--- config.mk ---
export PLATFORM = sky130hd
export DESIGN_NAME = game_charset_to_ascii_decoder
export DESIGN_NICKNAME = d
export VERILOG_FILES = /design/src/rtl/core/gcad_pkg.sv /design/src/rtl/core/gcad_front.sv /design/src/rtl/core/gcad_queue.sv /design/src/rtl/core/gcad_back.sv /design/src/rtl/core/game_charset_to_ascii_decoder.sv
export SDC_FILE = /design/constraint.sdc
export NUM_CORES = 1
export LEC_CHECK = 0
export BUFFER_PORTS_ARGS = -buffer_cell sky130_fd_sc_hd__buf_4
export CAP_MARGIN = 10
export CORE_MARGIN = 2
export CORE_UTILIZATION = 25
export DETAILED_ROUTE_END_ITERATION = 12
export PLACE_DENSITY = 0.5
export SYNTH_ARGS = -nofsm -noshare
export SYNTH_HDL_FRONTEND = slang
export SYNTH_SLANG_ARGS = --single-unit
--- constraint.sdc ---
create_clock -name clk_i -period 15.4 [get_ports clk_i]
set_clock_uncertainty 0.2 [all_clocks]
set_input_delay 1.54 -clock clk_i [delete_from_list [all_inputs] [get_ports clk_i]]
set_output_delay 1.54 -clock clk_i [all_outputs]
set_load 0.05 [all_outputs]
--- src/rtl/core/gcad_pkg.sv ---
// Shared types, constants and the special-code table for the charset decoder.
package gcad_pkg;

  localparam int unsigned MaxTokenLen = 8;
  localparam int unsigned LenW        = $clog2(MaxTokenLen + 1);
  localparam int unsigned IdxW        = $clog2(MaxTokenLen);
  localparam int unsigned BudgetW     = 16;

  localparam logic [7:0] CodeEnd      = 8'hFF;
  localparam logic [7:0] CodeDigitHi  = 8'h09;
  localparam logic [7:0] CodeUpperLo  = 8'h0A;
  localparam logic [7:0] CodeUpperHi  = 8'h23;
  localparam logic [7:0] CodeLowerLo  = 8'h24;
  localparam logic [7:0] CodeLowerHi  = 8'h3D;

  localparam logic [7:0] DigitOfs     = 8'h30;  // '0'
  localparam logic [7:0] UpperOfs     = 8'h37;  // 'A' - 0x0A
  localparam logic [7:0] LowerOfs     = 8'h3D;  // 'a' - 0x24

  localparam logic [BudgetW-1:0] BufBytesRst = 16'd64;

  // One queued item: characters left aligned, first char in the top byte.
  typedef struct packed {
    logic [LenW-1:0]                  len;
    logic [MaxTokenLen-1:0][7:0]      text;
  } gcad_tok_t;

  typedef struct packed {
    logic      hit;
    gcad_tok_t tok;
  } gcad_lookup_t;

  function automatic gcad_lookup_t mk_tok(input logic [8*MaxTokenLen-1:0] s,
                                          input logic [LenW-1:0] n);
    gcad_lookup_t r;
    r.hit      = 1'b1;
    r.tok.len  = n;
    r.tok.text = s << (8 * (MaxTokenLen - n));
    return r;
  endfunction

  function automatic gcad_lookup_t tok_lookup(input logic [7:0] code);
    gcad_lookup_t r;
    r = '0;
    case (code)
      8'hFD: r = mk_tok("[nostar]", 4'd8);
      8'hF9: r = mk_tok("[coin]", 4'd6);
      8'hFA: r = mk_tok("[star]", 4'd6);
      8'h50: r = mk_tok("[^]", 4'd3);
      8'h51: r = mk_tok("[v]", 4'd3);
      8'h52: r = mk_tok("[<]", 4'd3);
      8'h53: r = mk_tok("[>]", 4'd3);
      8'h54: r = mk_tok("[A]", 4'd3);
      8'h55: r = mk_tok("[B]", 4'd3);
      8'h56: r = mk_tok("[C]", 4'd3);
      8'h57: r = mk_tok("[Z]", 4'd3);
      8'h58: r = mk_tok("[R]", 4'd3);
      8'hD1: r = mk_tok("the", 4'd3);
      8'hD2: r = mk_tok("you", 4'd3);
      8'hE4: r = mk_tok("<->", 4'd3);
      8'hF8: r = mk_tok("...", 4'd3);
      8'hFB: r = mk_tok("[x]", 4'd3);
      8'hFC: r = mk_tok("[-]", 4'd3);
      8'hD0: r = mk_tok("  ", 4'd2);
      8'hE2: r = mk_tok(")(", 4'd2);
      8'h3E: r = mk_tok("'", 4'd1);
      8'h3F: r = mk_tok(".", 4'd1);
      8'h6F: r = mk_tok(",", 4'd1);
      8'h9E: r = mk_tok(" ", 4'd1);
      8'h9F: r = mk_tok("-", 4'd1);
      8'hE1: r = mk_tok("(", 4'd1);
      8'hE3: r = mk_tok(")", 4'd1);
      8'hE5: r = mk_tok("&", 4'd1);
      8'hE6: r = mk_tok(":", 4'd1);
      8'hF2: r = mk_tok("!", 4'd1);
      8'hF3: r = mk_tok("%", 4'd1);
      8'hF4: r = mk_tok("?", 4'd1);
      8'hF5: r = mk_tok("{", 4'd1);
      8'hF6: r = mk_tok("}", 4'd1);
      8'hF7: r = mk_tok("~", 4'd1);
      8'hFE: r = mk_tok("\n", 4'd1);
      default: r = '0;
    endcase
    return r;
  endfunction

endpackage

--- src/rtl/core/gcad_front.sv ---
// Front end: accepts code bytes, tracks budget and string end, builds queue items.
module gcad_front (
  input  logic                     clk_i,
  input  logic                     rst_ni,
  input  logic                     cfg_we_i,
  input  logic [15:0]              cfg_wdata_i,
  input  logic                     in_valid_i,
  output logic                     in_ready_o,
  input  logic [7:0]               code_i,
  input  logic                     start_req_i,
  input  logic                     q_full_i,
  output logic                     push_o,
  output gcad_pkg::gcad_tok_t      push_tok_o
);
  import gcad_pkg::*;

  logic [BudgetW-1:0] buf_bytes_q;
  logic [BudgetW-1:0] budget_q, budget_d, budget_eff;
  logic               done_q, done_d, done_eff;
  logic               accept;
  logic               emit;
  gcad_lookup_t       lk;
  gcad_tok_t          tok;
  logic [LenW-1:0]    cut_len;

  assign in_ready_o = !q_full_i;
  assign accept     = in_valid_i && in_ready_o;

  // start reloads before the byte itself is looked at
  always_comb begin
    if (start_req_i) begin
      budget_eff = (buf_bytes_q == '0) ? '0 : buf_bytes_q - 1'b1;
      done_eff   = 1'b0;
    end else begin
      budget_eff = budget_q;
      done_eff   = done_q;
    end
  end

  assign lk      = tok_lookup(code_i);
  assign cut_len = (budget_eff < BudgetW'(lk.tok.len)) ? budget_eff[LenW-1:0] : lk.tok.len;

  always_comb begin
    budget_d = budget_eff;
    done_d   = done_eff;
    emit     = 1'b0;
    tok      = '0;
    if (done_eff) begin
      // ended string: byte dropped
    end else if (code_i == CodeEnd || budget_eff == '0) begin
      done_d = 1'b1;
    end else if (lk.hit) begin
      tok      = lk.tok;
      tok.len  = cut_len;
      emit     = 1'b1;
      budget_d = budget_eff - BudgetW'(cut_len);
    end else begin
      tok.len  = LenW'(1);
      budget_d = budget_eff - 1'b1;
      if (code_i <= CodeDigitHi) begin
        tok.text[MaxTokenLen-1] = code_i + DigitOfs;
        emit = 1'b1;
      end else if (code_i >= CodeUpperLo && code_i <= CodeUpperHi) begin
        tok.text[MaxTokenLen-1] = code_i + UpperOfs;
        emit = 1'b1;
      end else if (code_i >= CodeLowerLo && code_i <= CodeLowerHi) begin
        tok.text[MaxTokenLen-1] = code_i + LowerOfs;
        emit = 1'b1;
      end
    end
  end

  assign push_o     = accept && emit;
  assign push_tok_o = tok;

  always_ff @(posedge clk_i or negedge rst_ni) begin
    if (!rst_ni) begin
      buf_bytes_q <= BufBytesRst;
      budget_q    <= '0;
      done_q      <= 1'b1;
    end else begin
      if (cfg_we_i) begin
        buf_bytes_q <= cfg_wdata_i;
      end
      if (accept) begin
        budget_q <= budget_d;
        done_q   <= done_d;
      end
    end
  end

endmodule

--- src/rtl/core/gcad_queue.sv ---
// Short register queue of decoded items between front and back ends.
module gcad_queue #(
  parameter int unsigned Depth = 2
) (
  input  logic                 clk_i,
  input  logic                 rst_ni,
  input  logic                 push_i,
  input  gcad_pkg::gcad_tok_t  push_tok_i,
  output logic                 full_o,
  input  logic                 pop_i,
  output logic                 head_valid_o,
  output gcad_pkg::gcad_tok_t  head_tok_o
);
  import gcad_pkg::*;

  localparam int unsigned PtrW = (Depth > 1) ? $clog2(Depth) : 1;
  localparam int unsigned CntW = $clog2(Depth + 1);

  gcad_tok_t        slot_q [Depth];
  logic [PtrW-1:0]  wr_ptr_q, rd_ptr_q;
  logic [CntW-1:0]  cnt_q;
  logic             do_push, do_pop;

  assign full_o       = (cnt_q == CntW'(Depth));
  assign head_valid_o = (cnt_q != '0);
  assign head_tok_o   = slot_q[rd_ptr_q];
  assign do_push      = push_i && !full_o;
  assign do_pop       = pop_i && head_valid_o;

  function automatic logic [PtrW-1:0] ptr_inc(input logic [PtrW-1:0] p);
    return (p == PtrW'(Depth - 1)) ? '0 : p + 1'b1;
  endfunction

  always_ff @(posedge clk_i) begin
    if (do_push) begin
      slot_q[wr_ptr_q] <= push_tok_i;
    end
  end

  always_ff @(posedge clk_i or negedge rst_ni) begin
    if (!rst_ni) begin
      wr_ptr_q <= '0;
      rd_ptr_q <= '0;
      cnt_q    <= '0;
    end else begin
      if (do_push) begin
        wr_ptr_q <= ptr_inc(wr_ptr_q);
      end
      if (do_pop) begin
        rd_ptr_q <= ptr_inc(rd_ptr_q);
      end
      if (do_push && !do_pop) begin
        cnt_q <= cnt_q + 1'b1;
      end else if (do_pop && !do_push) begin
        cnt_q <= cnt_q - 1'b1;
      end
    end
  end

endmodule

--- src/rtl/core/gcad_back.sv ---
// Back end: walks the head item one character per output handshake.
module gcad_back (
  input  logic                 clk_i,
  input  logic                 rst_ni,
  input  logic                 head_valid_i,
  input  gcad_pkg::gcad_tok_t  head_tok_i,
  output logic                 pop_o,
  output logic                 out_valid_o,
  input  logic                 out_ready_i,
  output logic [7:0]           ascii_char_o,
  output logic                 last_o
);
  import gcad_pkg::*;

  logic [IdxW-1:0] idx_q;
  logic            accept;

  assign out_valid_o  = head_valid_i;
  assign ascii_char_o = head_tok_i.text[IdxW'(MaxTokenLen - 1) - idx_q];
  assign last_o       = ({1'b0, idx_q} == LenW'(head_tok_i.len - 1'b1));
  assign accept       = out_valid_o && out_ready_i;
  assign pop_o        = accept && last_o;

  always_ff @(posedge clk_i or negedge rst_ni) begin
    if (!rst_ni) begin
      idx_q <= '0;
    end else if (accept) begin
      idx_q <= last_o ? '0 : idx_q + 1'b1;
    end
  end

endmodule

--- src/rtl/core/game_charset_to_ascii_decoder.sv ---
// Top level of the game charset to ASCII decoder.
// Takes one game-text byte per input item and returns its ASCII characters, one per
// output item, with last_o on the final character of each byte. An input item is
// taken every cycle while the item queue (QueueDepth entries) has room; a byte that
// decodes to several characters holds the output side until all of them are taken,
// and the queue fills and stalls the input when such bytes arrive in a run. Bytes that
// emit nothing (terminator, unknown code, ended string) are taken with no output.
// The first character of a byte is offered once its item reaches the queue head.
// buffer_bytes (cfg_wdata_i) takes effect at the next start_req_i.
module game_charset_to_ascii_decoder #(
  parameter int unsigned QueueDepth = 2
) (
  input  logic        clk_i,
  input  logic        rst_ni,
  input  logic        cfg_we_i,
  input  logic [15:0] cfg_wdata_i,
  input  logic        in_valid_i,
  output logic        in_ready_o,
  input  logic [7:0]  code_i,
  input  logic        start_req_i,
  output logic        out_valid_o,
  input  logic        out_ready_i,
  output logic [7:0]  ascii_char_o,
  output logic        last_o
);
  import gcad_pkg::*;

  logic      q_full, push, pop, head_valid;
  gcad_tok_t push_tok, head_tok;

  gcad_front u_front (
    .clk_i       (clk_i),
    .rst_ni      (rst_ni),
    .cfg_we_i    (cfg_we_i),
    .cfg_wdata_i (cfg_wdata_i),
    .in_valid_i  (in_valid_i),
    .in_ready_o  (in_ready_o),
    .code_i      (code_i),
    .start_req_i (start_req_i),
    .q_full_i    (q_full),
    .push_o      (push),
    .push_tok_o  (push_tok)
  );

  gcad_queue #(
    .Depth (QueueDepth)
  ) u_queue (
    .clk_i        (clk_i),
    .rst_ni       (rst_ni),
    .push_i       (push),
    .push_tok_i   (push_tok),
    .full_o       (q_full),
    .pop_i        (pop),
    .head_valid_o (head_valid),
    .head_tok_o   (head_tok)
  );

  gcad_back u_back (
    .clk_i        (clk_i),
    .rst_ni       (rst_ni),
    .head_valid_i (head_valid),
    .head_tok_i   (head_tok),
    .pop_o        (pop),
    .out_valid_o  (out_valid_o),
    .out_ready_i  (out_ready_i),
    .ascii_char_o (ascii_char_o),
    .last_o       (last_o)
  );

endmodule
==> results.py <==
metrics = {
    "outcome": {
        "status": "finished clean",
    },
    "layout": {
        "seqCellArea_um2": 2930,
        "nNetsFinal": 847,
        "drive_gt1_share_pct": 15.0,
        "diodes": 0,
        "nFillCells": 3185,
        "multiInputGateArea_um2": 4200,
        "area_growth_pct": 12.3,
    },
    "power": {
        "vdd_drop_max_v": 0.0000651,
        "powerDensity_nw_per_um2": 133,
        "power.total_mw": 1.11,
        "cellLeakagePower_nw": 2.88,
    },
    "detailed_routing": {
        "wl_per_cell_um": 17.1,
        "via_per_inst": 5.17,
        "ant_nets": 0,
        "first_pass_iters": 5,
        "drt_wl_total_um": 20400,
        "drc_errors": 0,
        "drtIter0Drc": 398,
        "vias": 6140,
    },
    "clock_tree": {
        "numCtsBuffers": 9,
        "clk_latency_ns": 0.36,
        "cts_tree": "done",
        "hold_buffers": 0,
        "clockBufferDepth": 2,
        "root_buffer": "clkbuf_16",
        "cts_resized": 0,
        "clk_pin_slew_worst_paths_ns": 0.08,
        "htreeDepth": 3,
        "clock_sinks": 104,
        "cts_setup_buffers": 0,
    },
    "setup_path": {
        "cp_cell_sequence": "buf_4 > inv_1 > ha_1 > nand2b_1 > a2111o_1 > o221a_2 > and3_1 > ha_1 > o21a_1 > o21ai_0 > o211ai_1 > mux2_2 > nand2b_1 > ha_1 > nor2b_1 > o21ai_0 > nand2b_1 > a221oi_1 > nand4bb_1 > a2111oi_0 > a21oi_1 > a211oi_1",
        "critical_path.max_fanout": 14,
        "crit_type": "in2reg",
        "cp_slowest_cell": "a2111oi_0",
        "cp-start-kind": "input port",
        "worstPathRequired_ns": 15.47,
        "cpPeakStageDelay_ns": 0.54,
        "cp-end-kind": "register",
        "cp.arrival_ns": 7.21,
        "reg2reg_slack_ns": 8.92,
    },
    "floorplanning": {
        "start_util_pct": 25.3,
        "dieWidth_um": 177,
        "fp.dieH_um": 177,
        "core_um2": 29500,
        "io_pins": 41,
        "die-area_um2": 31200,
        "row_count": 63,
    },
    "sta": {
        "setup-violations-final": 0,
        "hold_violations": 0,
        "slew_headroom_pct": 39.4,
        "finalCritPeriodShare_pct": 46.3,
        "rsz0062_at_grt": "no",
        "final.setup.tns_ns": 0,
        "worst_pin_slew_ns": 0.908,
        "max_freq_mhz": 140,
        "slew_violations": 0,
        "period_needed_ns": 7.14,
    },
    "grt": {
        "grt_max_degree": 41,
        "grt_pass1_vias": 5934,
        "antenna_found_initial": 0,
        "grt_pass1_wl_um": 33400,
        "gr-total-overflow": 0,
        "grt_usage_pct": 13.4,
    },
    "synth": {
        "synth_edf_count": 64,
        "yosysMostFrequentCell": "nor2_1",
        "avgSynthCellArea_um2": 9.44,
        "synth_seq_area_share_pct": 39.3,
        "async_reset_ff_share_pct": 38.5,
        "synth_top_flop_cell": "edfxtp_1",
        "ys_types": 91,
        "synthesis.area_um2": 7450,
        "yosys_warnings": 0,
        "yosys-top-cells-count": "nor2_1 (76), edfxtp_1 (64), nand2_1 (56)",
        "ys_ff_latch": 104,
        "yosys-top-cells-area": "edfxtp_1 (26%), dfrtp_1 (13%), ha_1 (3.9%)",
        "synth.top_cell.area_share_pct": 25.8,
        "syn-instance-count": 789,
        "yosysTopAreaCell": "edfxtp_1",
    },
    "min_path": {
        "hold_class": "reg2reg",
    },
    "placed_design": {
        "place.gp.congestion": 0.914,
        "port-buffer-count": 40,
        "hpwlAfterDp_um": 14700,
    },
    "job": {
        "maxCapViolations": 0,
    },
}
==> cell usage in the layout, fill, tap and decap left out, types with 19 or more instances in the layout <==
cell type and n:
nor2_1 76, edfxtp_1 64, nand2_1 56, a21oi_1 48
o21ai_0 46, buf_4 44, dfrtp_1 38, inv_1 26
ha_1 23, nand3_1 20, mux2i_1 20, nor3_1 19
==> stage by stage <==
stage	setup WS, ns	instances	hold WS [ns]	area (um^2)	utilization (%)
floorplan	8.91	790	0.249	7450	-
global placement	8.15	1172	0.283	8050	27.3
detailed placement	8.02	1172	0.283	8050	27.3
CTS	8.35	1188	0.308	8360	28.4
global route	7.81	1188	0.332	8360	28.4
finish	8.26	1188	0.299	8360	28.4
==> kinds of logic after synthesis <==
family / after synthesis / synth area share (%)
simple gates: 280 / 19.9
compound gates: 226 / 20.8
flops: 104 / 39.3
buf+inv: 79 / 4.39
mux: 47 / 8.13
xor+xnor: 28 / 3.29
fa+ha+maj: 24 / 4.13
other cells: 1 / 0.0504
==> metal layers <==
metal	global-route usage, %	share of wire [%]	vias up
li1	-	-	2994
met1	19.4	50	2975
met2	20.8	44	150
met3	2.13	4.3	21
met4	3.41	1.8	0
met5	0	0	-
==> sequential cells by signal, indices dropped and copies added (netlist names) <==
signal,cells
u_front.budget_q,16
u_front.done_q,1
u_queue.rd_ptr_q,1
u_front.buf_bytes_q,16
u_queue.cnt_q,2
u_queue.slot_q,64
u_back.idx_q,3
u_queue.wr_ptr_q,1
==> worst max-delay path: cells and delay by family <==
| family | cells | cell delay (ns) |
|---|---|---|
| compound gates | 10 | 2.78 |
| buf+inv | 2 | 0.34 |
| simple gates | 6 | 1.04 |
| mux | 1 | 0.42 |
| fa+ha+maj | 3 | 1.05 |
==> path summary, 6_finish.rpt <==
kind	from	to	depth (start not counted)
max reg2reg	u_front.buf_bytes_q[0]	u_front.budget_q[13]	21
min in group asynchronous	rst_ni	u_front.buf_bytes_q[13]	1
max in group asynchronous	rst_ni	u_front.done_q	1
max	code_i[0]	u_front.budget_q[13]	22
min reg2reg	u_queue.cnt_q[1]	u_queue.cnt_q[1]	1
min	u_queue.cnt_q[1]	u_queue.cnt_q[1]	1
==> power by group <==
group	leakage, nW	total [mW]	internal [mW]	switching, mW
clock	0.152	0.240	0.118	0.122
combinational	1.67	0.465	0.183	0.283
sequential	1.06	0.407	0.349	0.0582
total	2.88	1.11	0.650	0.463
==> layout make-up <==
cell class | count | area share [%]
flip-flops and latches | 104 | 35.0
inverters | 27 | 1.21
clock inverters | 7 | 1.09
well taps | 390 | 5.83
repair buffers | 44 | 3.95
clock buffers | 9 | 2.69
multi-input cells | 607 | 50.2
Power figures use the tool's default switching activity.
